**config.mk**
```make
export PLATFORM = sky130hd
export DESIGN_NAME = trapezoid_speed_ramp
export DESIGN_NICKNAME = d
export VERILOG_FILES = /design/src/hw/rtl/tsr_pkg.sv /design/src/hw/rtl/tsr_cfg.sv /design/src/hw/rtl/tsr_step.sv /design/src/hw/rtl/trapezoid_speed_ramp.sv
export VERILOG_INCLUDE_DIRS = /design/src /design/src/hw/rtl
export SDC_FILE = /design/constraint.sdc
export NUM_CORES = 1
export LEC_CHECK = 0
export BUFFER_PORTS_ARGS = -buffer_cell sky130_fd_sc_hd__buf_4
export CAP_MARGIN = 0
export CORE_ASPECT_RATIO = 1.5
export CORE_MARGIN = 2
export CORE_UTILIZATION = 50
export CTS_CLUSTER_SIZE = 8
export DETAILED_ROUTE_END_ITERATION = 16
export PLACE_DENSITY_LB_ADDON = 0.15
export RECOVER_POWER = 25
export SETUP_SLACK_MARGIN = 0.5
export SYNTH_ARGS = -nofsm -noshare
export SYNTH_HDL_FRONTEND = slang
export SYNTH_SLANG_ARGS = --single-unit
export TNS_END_PERCENT = 1
```
**constraint.sdc**
```tcl
create_clock -name clk -period 6.5 [get_ports clk]
set_clock_uncertainty 0.2 [all_clocks]
set_input_delay 0.325 -clock clk [delete_from_list [all_inputs] [get_ports clk]]
set_output_delay 0.325 -clock clk [all_outputs]
set_load 0.05 [all_outputs]
```
**src/hw/rtl/trapezoid_speed_ramp_assert.svh**
```systemverilog
// Assertion macros for the ramp RTL; they expand to nothing in synthesis.
`ifndef TRAPEZOID_SPEED_RAMP_ASSERT_SVH
`define TRAPEZOID_SPEED_RAMP_ASSERT_SVH

`ifndef SYNTHESIS
`define TSR_ASSERT_IMP(label, pre, post) \
	label: assert property (@(posedge clk) disable iff (!arst_n) (pre) |-> (post)) \
		else $error("assertion failed");
`define TSR_ASSERT_NXT(label, pre, post) \
	label: assert property (@(posedge clk) disable iff (!arst_n) (pre) |=> (post)) \
		else $error("assertion failed");
`else
`define TSR_ASSERT_IMP(label, pre, post)
`define TSR_ASSERT_NXT(label, pre, post)
`endif

`endif

```
**src/hw/rtl/tsr_pkg.sv**
```systemverilog
package tsr_pkg;

	localparam logic [1:0] PH_IDLE = 2'd0;
	localparam logic [1:0] PH_UP   = 2'd1;
	localparam logic [1:0] PH_HOLD = 2'd2;
	localparam logic [1:0] PH_DOWN = 2'd3;

	localparam logic [1:0] REG_STEP  = 2'd0;
	localparam logic [1:0] REG_LIMIT = 2'd1;
	localparam logic [1:0] REG_HOLD  = 2'd2;

	localparam logic        REQ_TICK  = 1'b0;
	localparam logic        REQ_START = 1'b1;

	localparam logic [11:0] STEP_RESET  = 12'd98;
	localparam logic [14:0] LIMIT_RESET = 15'd8192;
	localparam logic [15:0] HOLD_RESET  = 16'd323;

	typedef struct packed {
		logic [11:0] step_inc;
		logic [14:0] speed_limit;
		logic [15:0] hold_ticks;
	} cfg_t;

	typedef struct packed {
		logic signed [15:0] drive;
		logic [1:0]         phase;
		logic [15:0]        hold_cnt;
		logic               reverse;
	} state_t;

	typedef struct packed {
		logic signed [15:0] drive_value;
		logic               running;
		logic [1:0]         phase;
		logic               run_done;
	} result_t;

endpackage

```
**src/hw/rtl/tsr_cfg.sv**
```systemverilog
module tsr_cfg (
	input  logic          clk,
	input  logic          arst_n,
	input  logic          wr_en,
	input  logic [1:0]    wr_index,
	input  logic [15:0]   wr_data,
	output tsr_pkg::cfg_t cfg
);
	import tsr_pkg::*;

	cfg_t cfg_q;

	always_ff @(posedge clk or negedge arst_n) begin
		if (!arst_n) begin
			cfg_q.step_inc    <= STEP_RESET;
			cfg_q.speed_limit <= LIMIT_RESET;
			cfg_q.hold_ticks  <= HOLD_RESET;
		end else if (wr_en) begin
			case (wr_index)
				REG_STEP:  cfg_q.step_inc    <= wr_data[11:0];
				REG_LIMIT: cfg_q.speed_limit <= wr_data[14:0];
				REG_HOLD:  cfg_q.hold_ticks  <= wr_data;
				default: begin
				end
			endcase
		end
	end

	assign cfg = cfg_q;

endmodule

```
**src/hw/rtl/tsr_step.sv**
```systemverilog
module tsr_step (
	input  tsr_pkg::cfg_t    cfg,
	input  tsr_pkg::state_t  cur,
	input  logic             req_type,
	input  logic             direction,
	output tsr_pkg::state_t  nxt,
	output tsr_pkg::result_t res
);
	import tsr_pkg::*;

	logic signed [16:0] drv_x;
	logic signed [16:0] step_x;
	logic signed [16:0] lim_x;
	logic signed [16:0] nlim_x;
	logic signed [16:0] plus_x;
	logic signed [16:0] minus_x;
	logic [16:0]        cnt_x;
	logic               done;

	assign drv_x   = {cur.drive[15], cur.drive};
	assign step_x  = signed'({5'd0, cfg.step_inc});
	assign lim_x   = signed'({2'd0, cfg.speed_limit});
	assign nlim_x  = -lim_x;
	assign plus_x  = drv_x + step_x;
	assign minus_x = drv_x - step_x;
	assign cnt_x   = {1'b0, cur.hold_cnt} + 17'd1;

	always_comb begin
		nxt  = cur;
		done = 1'b0;
		if (req_type == REQ_START) begin
			if (cur.phase == PH_IDLE) begin
				nxt.phase    = PH_UP;
				nxt.reverse  = direction;
				nxt.hold_cnt = '0;
			end
		end else begin
			case (cur.phase)
				PH_UP: begin
					if (!cur.reverse) begin
						if (plus_x >= lim_x) begin
							nxt.drive    = lim_x[15:0];
							nxt.phase    = PH_HOLD;
							nxt.hold_cnt = '0;
						end else begin
							nxt.drive = plus_x[15:0];
						end
					end else begin
						if (minus_x <= nlim_x) begin
							nxt.drive    = nlim_x[15:0];
							nxt.phase    = PH_HOLD;
							nxt.hold_cnt = '0;
						end else begin
							nxt.drive = minus_x[15:0];
						end
					end
				end
				PH_HOLD: begin
					if (cnt_x >= {1'b0, cfg.hold_ticks}) begin
						nxt.phase    = PH_DOWN;
						nxt.hold_cnt = '0;
					end else begin
						nxt.hold_cnt = cnt_x[15:0];
					end
				end
				PH_DOWN: begin
					if ((!cur.reverse && minus_x <= 17'sd0)
							|| (cur.reverse && plus_x >= 17'sd0)) begin
						nxt.drive    = '0;
						nxt.phase    = PH_IDLE;
						nxt.hold_cnt = '0;
						done         = 1'b1;
					end else begin
						nxt.drive = cur.reverse ? plus_x[15:0] : minus_x[15:0];
					end
				end
				default: begin
				end
			endcase
		end
	end

	assign res.drive_value = nxt.drive;
	assign res.running     = (nxt.phase != PH_IDLE);
	assign res.phase       = nxt.phase;
	assign res.run_done    = done;

endmodule

```
**src/hw/rtl/trapezoid_speed_ramp.sv**
```systemverilog
// Trapezoidal speed profile generator for motor tests.
// Request channel (item_valid, item_stall, req_type, direction): a word is
// either a timer tick or a start request carrying the run direction.
// Result channel (res_valid, res_stall, drive_value, running, phase,
// run_done): exactly one result word per request word, in order.
// Configuration channel (cfg_valid, cfg_ready, cfg_index, cfg_data) writes
// step size, speed limit and hold length; it is always ready and should
// only be used while no request or result word is in flight.
// A request word is registered on acceptance; from the request register its
// state update and result are computed in one pass and loaded into the
// result register, which offers the result word. While the result channel
// does not stall, one word is taken every cycle; the profile state update,
// a loop closed through the state register, is what sets this rate.
// A stalled result holds its register; the request register keeps accepting
// until it is itself occupied, then item_stall rises.
// Reset clears the profile state to idle with zero drive, empties both
// registers and restores the default step, limit and hold length.
module trapezoid_speed_ramp (
	input  logic               clk,
	input  logic               arst_n,
	input  logic               item_valid,
	output logic               item_stall,
	input  logic               req_type,
	input  logic               direction,
	output logic               res_valid,
	input  logic               res_stall,
	output logic signed [15:0] drive_value,
	output logic               running,
	output logic [1:0]         phase,
	output logic               run_done,
	input  logic               cfg_valid,
	output logic               cfg_ready,
	input  logic [1:0]         cfg_index,
	input  logic [15:0]        cfg_data
);
	import tsr_pkg::*;

	`include "trapezoid_speed_ramp_assert.svh"

	cfg_t    cfg;
	state_t  state_q;
	state_t  state_nxt;
	result_t res_nxt;
	result_t res_q;
	logic    valid_s1;
	logic    req_s1;
	logic    dir_s1;
	logic    res_valid_q;
	logic    advance;
	logic    fire_s1;

	assign cfg_ready = 1'b1;

	tsr_cfg u_cfg (
		.clk      (clk),
		.arst_n   (arst_n),
		.wr_en    (cfg_valid && cfg_ready),
		.wr_index (cfg_index),
		.wr_data  (cfg_data),
		.cfg      (cfg)
	);

	assign advance    = !res_valid_q || !res_stall;
	assign fire_s1    = valid_s1 && advance;
	assign item_stall = valid_s1 && !advance;

	always_ff @(posedge clk or negedge arst_n) begin
		if (!arst_n) begin
			valid_s1 <= 1'b0;
		end else if (!item_stall) begin
			valid_s1 <= item_valid;
		end
	end

	always_ff @(posedge clk) begin
		if (item_valid && !item_stall) begin
			req_s1 <= req_type;
			dir_s1 <= direction;
		end
	end

	tsr_step u_step (
		.cfg       (cfg),
		.cur       (state_q),
		.req_type  (req_s1),
		.direction (dir_s1),
		.nxt       (state_nxt),
		.res       (res_nxt)
	);

	always_ff @(posedge clk or negedge arst_n) begin
		if (!arst_n) begin
			state_q     <= '0;
			res_valid_q <= 1'b0;
		end else begin
			if (fire_s1) begin
				state_q <= state_nxt;
			end
			if (advance) begin
				res_valid_q <= valid_s1;
			end
		end
	end

	always_ff @(posedge clk) begin
		if (fire_s1) begin
			res_q <= res_nxt;
		end
	end

	assign res_valid   = res_valid_q;
	assign drive_value = res_q.drive_value;
	assign running     = res_q.running;
	assign phase       = res_q.phase;
	assign run_done    = res_q.run_done;

	`TSR_ASSERT_IMP(a_idle_zero_drive, state_q.phase == PH_IDLE, state_q.drive == 16'sd0)
	`TSR_ASSERT_IMP(a_done_idle, res_valid_q && res_q.run_done,
		res_q.phase == PH_IDLE && res_q.drive_value == 16'sd0 && !res_q.running)
	`TSR_ASSERT_IMP(a_running_phase, res_valid_q, res_q.running == (res_q.phase != PH_IDLE))
	`TSR_ASSERT_NXT(a_fire_result, fire_s1, res_valid_q)

endmodule
```
* After elaboration in Yosys (flattened, before gate mapping) *
Cells that the tools add are included.

cells by class
  equal/unequal tests = 9
  $lt $le $gt $ge = 5
  reduce and logical (&&, ||, !) cells = 22
  add/subtract/negate cells = 4
  bitwise gates (word level) = 1
  multiplexer cells = 16

operators with widths
  cell                                                              number
  two-way mux 16 bit                                                6
  two-way mux 18 bit                                                4
  one-hot mux 18 bit (3 select lines)                               1
  >= comparator 17 x 16 -> 1 bit                                    2
  two-way mux 34 bit                                                1
  one-hot mux 16 bit (2 select lines)                               1
  two-way mux 19 bit                                                1
  adder 16 x 1 -> 17 bit (second input constant)                    1
  adder 16 x 13 -> 17 bit                                           1
  >= comparator 17 x 1 -> 1 bit (second input constant)             1
  less-or-equal comparator 17 x 1 -> 1 bit (second input constant)  1
  less-or-equal comparator 17 bit                                   1
  negator 15 -> 17 bit                                              1
  subtractor 16 x 13 -> 17 bit                                      1
  != test 4 x 3 -> 1 bit (second input constant)                    2
  equality test 2 bit (second input constant)                       3
  AND reduction 2 bit                                               3
  AND reduction 6 bit                                               1
  logical AND 1 bit                                                 5
  logical NOT 1 bit                                                 5
  equality test 2 x 1 -> 1 bit (second input constant)              2
  logical NOT 2 bit                                                 2
  nonzero test 4 bit                                                1
  != test 3 x 2 -> 1 bit (second input constant)                    1
  other kinds (8)                                                   9

word-level totals
  input bits = 25
  flip-flop bits (word level) = 102
  logic and storage cells = 72
  output and inout port bits = 23

* Depth between registers and ports, before layout *
Gate-level depths: netlist of run 1.

  depth in word-level cells = 8
  gate-level depth with buffers = 21
  depth with buffers taken out = 20

* Cells and area by module *
A second synthesis of run 1 with hierarchy kept.

second synthesis, totals
  cells, all modules = 968
  area, all modules = 8958.6 um^2

modules (own cells, without submodules)
  module                cells each  area each (um^2)  times used  sequential area each (um^2)
  tsr_step              770         5086.1            1           0.0
  trapezoid_speed_ramp  106         2213.4            1           1586.5
  tsr_cfg               92          1659.1            1           1086.0

* Least setup slack after synthesis of run 1 *
Ideal clock, no wire load.

  path type = register -> register
  start = reg u_cfg.cfg_q (netlist bit u_cfg.cfg[32])
  end = reg res_q (netlist bit drive_value[14]) (data pin)
  arrival time = 4370 ps
  library setup time = 268 ps
  data required time = 6032 ps
  path slack = 1661 ps
  clock period less this slack = 4839 ps
  stages on the path, launching flop included = 19
  path buffers = 1
  cell sequence = dfstp_2 -> inv_1 -> fa_1 -> a21o_1 -> a221o_1 -> and2_1 -> o31a_1 -> nor2_1 -> inv_1 -> ha_1 -> and3_1 -> a221oi_1 -> o21ai_0 -> a21boi_1 -> clkbuf_1 -> o21ai_0 -> o211a_1 -> a211oi_1 -> o31ai_1

RTL lines
  item                    line                         source
  start: declaration      tsr_cfg.sv:11                cfg_t cfg_q;
  end signal: assignment  trapezoid_speed_ramp.sv:107  res_q <= res_nxt;
  end: declaration        trapezoid_speed_ramp.sv:44   result_t res_q;

==> impl_metrics.csv, run 1 <==
group,metric,value,unit
status,outcome,"finished clean",
pwr,combPwrFrac,64.3,%
setup_path,cp.required,6.40,ns
clock_network,post_cts_buffers,0,
route,drc_errors,0,
logic_synthesis,synth.distinct_cells,80,
cells_and_area,layout-drive-gt1-share,12.7,%
logic_synthesis,synth_ff_type,"dfrtp_1",
timing,maxSlewViolCount,0,
grt,antenna_found_initial,0,
pwr,ir_worst_vdd,0.194,mV
placed_design,routabilityCongestion,0.996,
logic_synthesis,synth_area_leaders,"dfrtp_1 22%, ha_1 12%, edfxtp_1 8.2%",
logic_synthesis,synth_common_cells,"74 x ha_1, 73 x inv_1, 72 x dfrtp_1",
logic_synthesis,synth_nets,994,
pwr,clkPwrFrac,13.0,%
cells_and_area,multi_input_area,0.00490,mm2
grt,grt-ovfl-total,0,
clock_network,cts_buffer_depth,2,
placed_design,post-place-ws,0.848,ns
cells_and_area,areaGrowthSynthToFinish,9.46,%
logic_synthesis,synth_top_cell_by_area,"dfrtp_1",
logic_synthesis,synthArstFlopShare,78.4,%
timing,finalHoldViolations,0,
pwr,seqPwrFrac,22.7,%
die,initial_core_util,51.2,%
route,route.vias.total,6926,
logic_synthesis,synth_edf_count,22,
die,die_x,108,um
cells_and_area,seq_area,0.00267,mm2
route,drt-pass1-iter-count,5,
grt,grt_usage,27.1,%
setup_path,crit_type,"flop to flop",
timing,postLayoutSetupSlackWorst,0.921,ns
pwr,switching_share,51.6,%
route,totalWireLength,22700,um
timing,fin_tns_setup,0,ns
clock_network,cts_tree,"yes",
cells_and_area,stdcell_count,1130,
grt,grt_max_degree,63,
logic_synthesis,netlist_area,0.00804,mm2
logic_synthesis,ys_seq_area_share,33.2,%
pwr,p_int,2.18,mW
clock_network,cts_sinks,102,
min_path,hold_class,"input pin to flop",
timing,worst_pin_slew,1.28,ns
timing,setup_viol,0,
setup_path,crit_arrival,5.48,ns
logic_synthesis,synth.avg_cell_area,9.01,um2
timing,min_period,5.58,ns
clock_network,clkTransAtPathRegs,0.08,ns
logic_synthesis,synth.most_common_cell,"ha_1",
run,drv_cap,0,
setup_path,startpoint_type,"flop",
setup_path,reg2reg_slack,0.92,ns
pwr,power_switching,2.32,mW
clock_network,numCtsBuffers,9,
clock_network,cts_root_buf,"clkbuf_16",
route,viasPerCell,6.13,
die,dieArea,0.0171,mm2
logic_synthesis,synth_top_area_share,22.4,%
placed_design,portBuffers,46,
grt,grt_pass1_wl,35900,um
cells_and_area,diodes,0,
timing,period_share,85.8,%
pwr,p_leak,3.94,nW
route,drtIter0Drc,426,
die,coreArea,0.0157,mm2
cells_and_area,finalCoreUtilization,56.1,%
clock_network,clock_latency,0.36,ns
route,wl_per_cell,20.1,um
logic_synthesis,syn_inst,893,
timing,fmax,179,MHz
die,io_pins,48,
placed_design,place_inst,1106,
grt,first_global_vias,6759,
timing,relSlewSlack,14.6,%
placed_design,dp_hpwl,17200,um
die,fp-row-count,56,
setup_path,cp_max_fo,16,
clock_network,cts_max_level,3,
die,die_h,159,um
timing,rsz0062_at_grt,"no",
cells_and_area,finalNetCount,1023,
logic_synthesis,synth_seq_cells,102,
timing,whs,0.00470,ns
pwr,powerDensity,511,mW/mm2
logic_synthesis,ys_warn_count,0,
cells_and_area,final.fill_count,1483,
setup_path,endpoint_kind,"flop",
route,ant_nets,0,
placed cells by master, fill, tap and decap left out, drive strengths merged, types with 9 or more instances in the layout:
| cell type | instances |
|---|---|
| a211o | 10 |
| a211oi | 10 |
| a21o | 14 |
| a21oi | 45 |
| a221oi | 13 |
| a22o | 9 |
| a31oi | 10 |
| and3 | 10 |
| buf | 25 |
| clkbuf | 35 |
| dfrtp | 72 |
| edfxtp | 22 |
| ha | 74 |
| inv | 77 |
| mux2 | 43 |
| nand2 | 68 |
| nand2b | 9 |
| nand3 | 30 |
| nand4 | 12 |
| nor2 | 65 |
| nor2b | 9 |
| nor3 | 26 |
| nor4 | 10 |
| o211ai | 11 |
| o21ai | 49 |
| xnor2 | 40 |
| xor2 | 11 |
cells by family after synthesis:
family | synth area share (%)
xor+xnor | 5.55
flops | 33.2
other cells | 0.0466
buf+inv | 5.82
fa+ha+maj | 12.0
mux | 6.52
simple gates | 17.2
compound gates | 19.6
routing by layer:
metal	up-vias	GRT usage (%)	wire [um]	share of wire (%)
met5	-	0	0	0
met4	0	14.9	1300	5.7
met3	79	3.48	927	4.1
met2	221	47.4	11600	51
met1	3328	31.5	8910	39
li1	3298	-	-	-
worst paths after layout:
kind	endpoint	depth (start not counted)	from
hold / removal	u_cfg.cfg[14]	2	cfg_data[14]
min in group asynchronous	u_cfg.cfg[38]	2	arst_n
hold reg to reg	res_valid	1	valid_s1
max in group asynchronous	state_q[11]	3	arst_n
setup reg to reg	drive_value[9]	17	u_cfg.cfg[37]
setup / recovery	drive_value[9]	17	u_cfg.cfg[37]
stage by stage:
stage	cell area (um2)	total power [mW]
2_1_floorplan	8040	3.12
3_3_place_gp	8500	3.87
3_5_place_dp	8500	3.88
4_1_cts	8890	4.49
5_1_grt	8800	4.82
6_report	8800	4.50
final cells by class:
type | count | area share [%]
repair buffers | 59 | 4.28
well taps | 203 | 2.89
clock buffers | 9 | 2.56
inverters | 75 | 3.20
multi-input cells | 675 | 55.7
clock inverters | 7 | 1.04
flip-flops and latches | 102 | 30.4
state kept, by name, summed over array words and instances (netlist names):
| signal | flops |
|---|---|
| u_cfg.cfg | 43 |
| res_valid | 1 |
| req_s1 | 1 |
| running | 1 |
| state_q | 35 |
| phase | 2 |
| drive_value | 16 |
| run_done | 1 |
| valid_s1 | 1 |
| dir_s1 | 1 |
what timing repair did:
action                                 in CTS  in global routing
setup endpoints to repair                   0                  1
gates resized for setup                     0                  1
hold buffers                                8                  0
endpoints found under the hold margin      25                  0
worst max-delay path, stage by stage, from the launching register on:
cell and delay [ns]:
dfstp_2 0.54, inv_1 0.05, ha_1 0.42, nor2b_1 0.27, nor2_1 0.10, or3_1 0.37, a31oi_1 0.34, o21ai_0 0.18
xnor2_1 0.31, ha_1 0.31, a21o_1 0.16, a21oi_1 0.28, o211ai_1 0.14, or4_4 0.45, a21o_1 0.44, o221a_2 0.35
a221oi_1 0.29, nand2_1 0.11
power groups by stage:
stage	Sequential (mW)	Clock, mW	Combinational (mW)
floorplan	1.11	0	2.01
global placement	1.03	0	2.84
detailed placement	1.03	0	2.85
CTS	1.02	0.598	2.87
global route	1.04	0.621	3.16
finish	1.02	0.584	2.89
No activity file was read; power rests on OpenSTA's default activity.
==> inputs of run 2 (changes only) <==
--- a/config.mk
+++ b/config.mk
@@ -13,6 +13,7 @@
 export CORE_UTILIZATION = 50
 export CTS_CLUSTER_SIZE = 8
 export DETAILED_ROUTE_END_ITERATION = 16
+export HOLD_SLACK_MARGIN = 0.06
 export PLACE_DENSITY_LB_ADDON = 0.15
 export RECOVER_POWER = 25
 export SETUP_SLACK_MARGIN = 0.5
==> constraint.sdc (replaced) <==
create_clock -name clk -period 6.21 [get_ports clk]
set_clock_uncertainty 0.2 [all_clocks]
set_input_delay 0.3105 -clock clk [delete_from_list [all_inputs] [get_ports clk]]
set_output_delay 0.3105 -clock clk [all_outputs]
set_load 0.05 [all_outputs]
==> run 2 against run 1 <==
Against the previous run:
- sequential cell count unchanged
- total power rose by 4.4%
- worst hold slack improved by 0.29 ns
- sequential share of layout area fell by 0.39 points
- design area rose by 1.3%
- setup slack got worse by 0.13 ns
- largest cell class unchanged
- core utilization increased by 0.73 points
- register-to-register slack lost 0.13 ns
- largest power group unchanged
- clock power grew 2%
- fmax increased by 2.9%
==> impl_metrics.csv, run 2 (synthesis gave the netlist of run 1 again) <==
group,metric,value,unit
die,dieArea,0.0171,mm2
route,drtIter0Drc,391,
timing,whs,0.293,ns
cells_and_area,mostFrequentLayoutCells,"74 x ha_1, 73 x inv_1, 72 x dfrtp_1, 68 x nand2_1, 65 x nor2_1",
timing,fin_tns_setup,0,ns
setup_path,cp-endpoint,"state_q[26]",
clock_network,cts_sinks,102,
setup_path,endpoint_kind,"flop",
setup_path,cp_num_buf_inv,3,
timing,min_period,5.42,ns
placed_design,routabilityCongestion,0.989,
die,coreArea,0.0157,mm2
cells_and_area,finalNetCount,1037,
timing,worst_pin_slew,1.28,ns
setup_path,worstReg2RegStart,"state_q[19]",
pwr,ir_worst_vdd,0.201,mV
grt,grt-ovfl-total,0,
timing,fmax,185,MHz
setup_path,crit_type,"flop to flop",
die,fp-row-count,56,
setup_path,critPathTopFamily,"compound AO/OA/AOI/OAI gates",
clock_network,cts_root_buf,"clkbuf_16",
placed_design,post-place-ws,0.688,ns
setup_path,critPathSlowestCell,"a21boi_1",
route,drc_errors,0,
die,io_pins,48,
pwr,powerDensity,526,mW/mm2
run,drv_cap,0,
cells_and_area,stdcell_count,1144,
placed_design,portBuffers,46,
route,ant_nets,0,
timing,maxSlewViolCount,0,
setup_path,worstRegToRegCells,19,
setup_path,reg2reg_slack,0.79,ns
setup_path,crit_arrival,5.47,ns
status,outcome,"finished clean",
clock_network,cts_buffer_depth,2,
min_path,hold_class,"flop to flop",
route,wl_per_cell,20.0,um
timing,rsz0062_at_grt,"yes",
clock_network,cts_max_level,3,
setup_path,startpoint,"state_q[19]",
cells_and_area,areaGrowthSynthToFinish,10.9,%
timing,relSlewSlack,14.4,%
setup_path,startpoint_type,"flop",
die,die_x,108,um
route,route.vias.total,6982,
setup_path,rr_endpoint,"state_q[26]",
timing,finalHoldViolations,0,
grt,first_global_vias,6913,
setup_path,crit_path_max_incr_delay,0.49,ns
grt,grt_max_degree,65,
clock_network,numCtsBuffers,9,
timing,postLayoutSetupSlackWorst,0.791,ns
route,drt-pass1-iter-count,5,
setup_path,cp_max_fo,10,
cells_and_area,largest_reg_flops,43,
grt,antenna_found_initial,0,
timing,setup_viol,0,
cells_and_area,final_common_cell,"ha_1",
route,viasPerCell,6.10,
setup_path,cp.required,6.26,ns
setup_path,path_depth,19,
die,die_h,159,um
clock_network,clkTransAtPathRegs,0.07,ns
cells_and_area,diodes,0,
route,totalWireLength,22900,um
timing,period_share,87.3,%
die,initial_core_util,51.2,%
clock_network,cts_tree,"yes",
setup_path,crit_chain,"inv_1 > ha_1 > inv_1 > fa_1 > a21o_1 > a221o_1 > a221oi_2 > xor2_1 > ha_1 > a21oi_1 > o21ai_0 > a221oi_1 > o21ai_0 > a21boi_1 > buf_4 > a221oi_1 > o221ai_1 > o211ai_2 > mux2_2",
grt,grt_usage,27.7,%
placed_design,place_inst,1106,
cells_and_area,layout-drive-gt1-share,12.1,%
clock_network,clock_latency,0.37,ns
pwr,p_leak,3.98,nW
placed_design,dp_hpwl,17400,um
grt,grt_pass1_wl,36700,um
-- run 2: final cells by class --
type / instances / area [um2]
Sequential cell: 102 / 2670
Inverter: 75 / 282
Clock buffer: 9 / 225
Clock inverter: 7 / 82.6
Multi-Input combinational cell: 675 / 4900
Tap cell: 203 / 254
Fill cell: 1480 / 6780
Timing Repair Buffer: 73 / 498
-- run 2: through the flow --
stage,area [um2],utilization [%],power [mW]
detailed placement,8500,54.1,4.07
global route,8920,56.8,5.05
floorplan,8040,-,3.27
finish,8920,56.8,4.69
CTS,9030,57.5,4.69
global placement,8500,54.1,4.06
-- run 2: routing by layer --
layer	GRT usage (%)	vias up	wire, um
met5	0	-	0
met4	13.5	0	1170
met3	4.13	66	1080
met2	48.4	234	11900
met1	32.6	3336	8810
li1	-	3346	-
-- run 2: worst min-delay path by stage --
stage                   to  cells past startpoint  slack, ns    from
2_1_floorplan    res_valid                      0      -0.19  arst_n
3_3_place_gp   state_q[26]                      1    -0.0008  arst_n
3_5_place_dp   state_q[26]                      1      0.003  arst_n
4_1_cts        state_q[26]                      2       0.16  arst_n
5_1_grt         state_q[0]                      1       0.32  dir_s1
6_report        state_q[0]                      1       0.29  dir_s1
-- run 2: timing repair --
action / 4_1_cts / 5_1_grt
setup endpoints to repair: 0 / 17
buffers inserted: 0 / 0
hold buffers: 22 / 0
resized for setup: 0 / 3
hold endpoints to repair: 61 / 0
-- run 2: worst reg2reg max path, stage by stage, from the launching register on --
cell and delay, ns:
dfrtp_1 0.43, inv_1 0.08, ha_1 0.17, inv_1 0.06, fa_1 0.41, a21o_1 0.25
a221o_1 0.43, a221oi_2 0.30, xor2_1 0.39, ha_1 0.33, a21oi_1 0.13, o21ai_0 0.13
a221oi_1 0.32, o21ai_0 0.19, a21boi_1 0.49, buf_4 0.29, a221oi_1 0.11, o221ai_1 0.16
o211ai_2 0.16, mux2_2 0.28
-- run 2: report_power, final --
group	switching [mW]	internal (mW)	leakage, nW	total (mW)
clock network	0.276	0.319	0.149	0.594
logic	1.93	1.07	2.64	3.00
registers	0.212	0.888	1.19	1.10
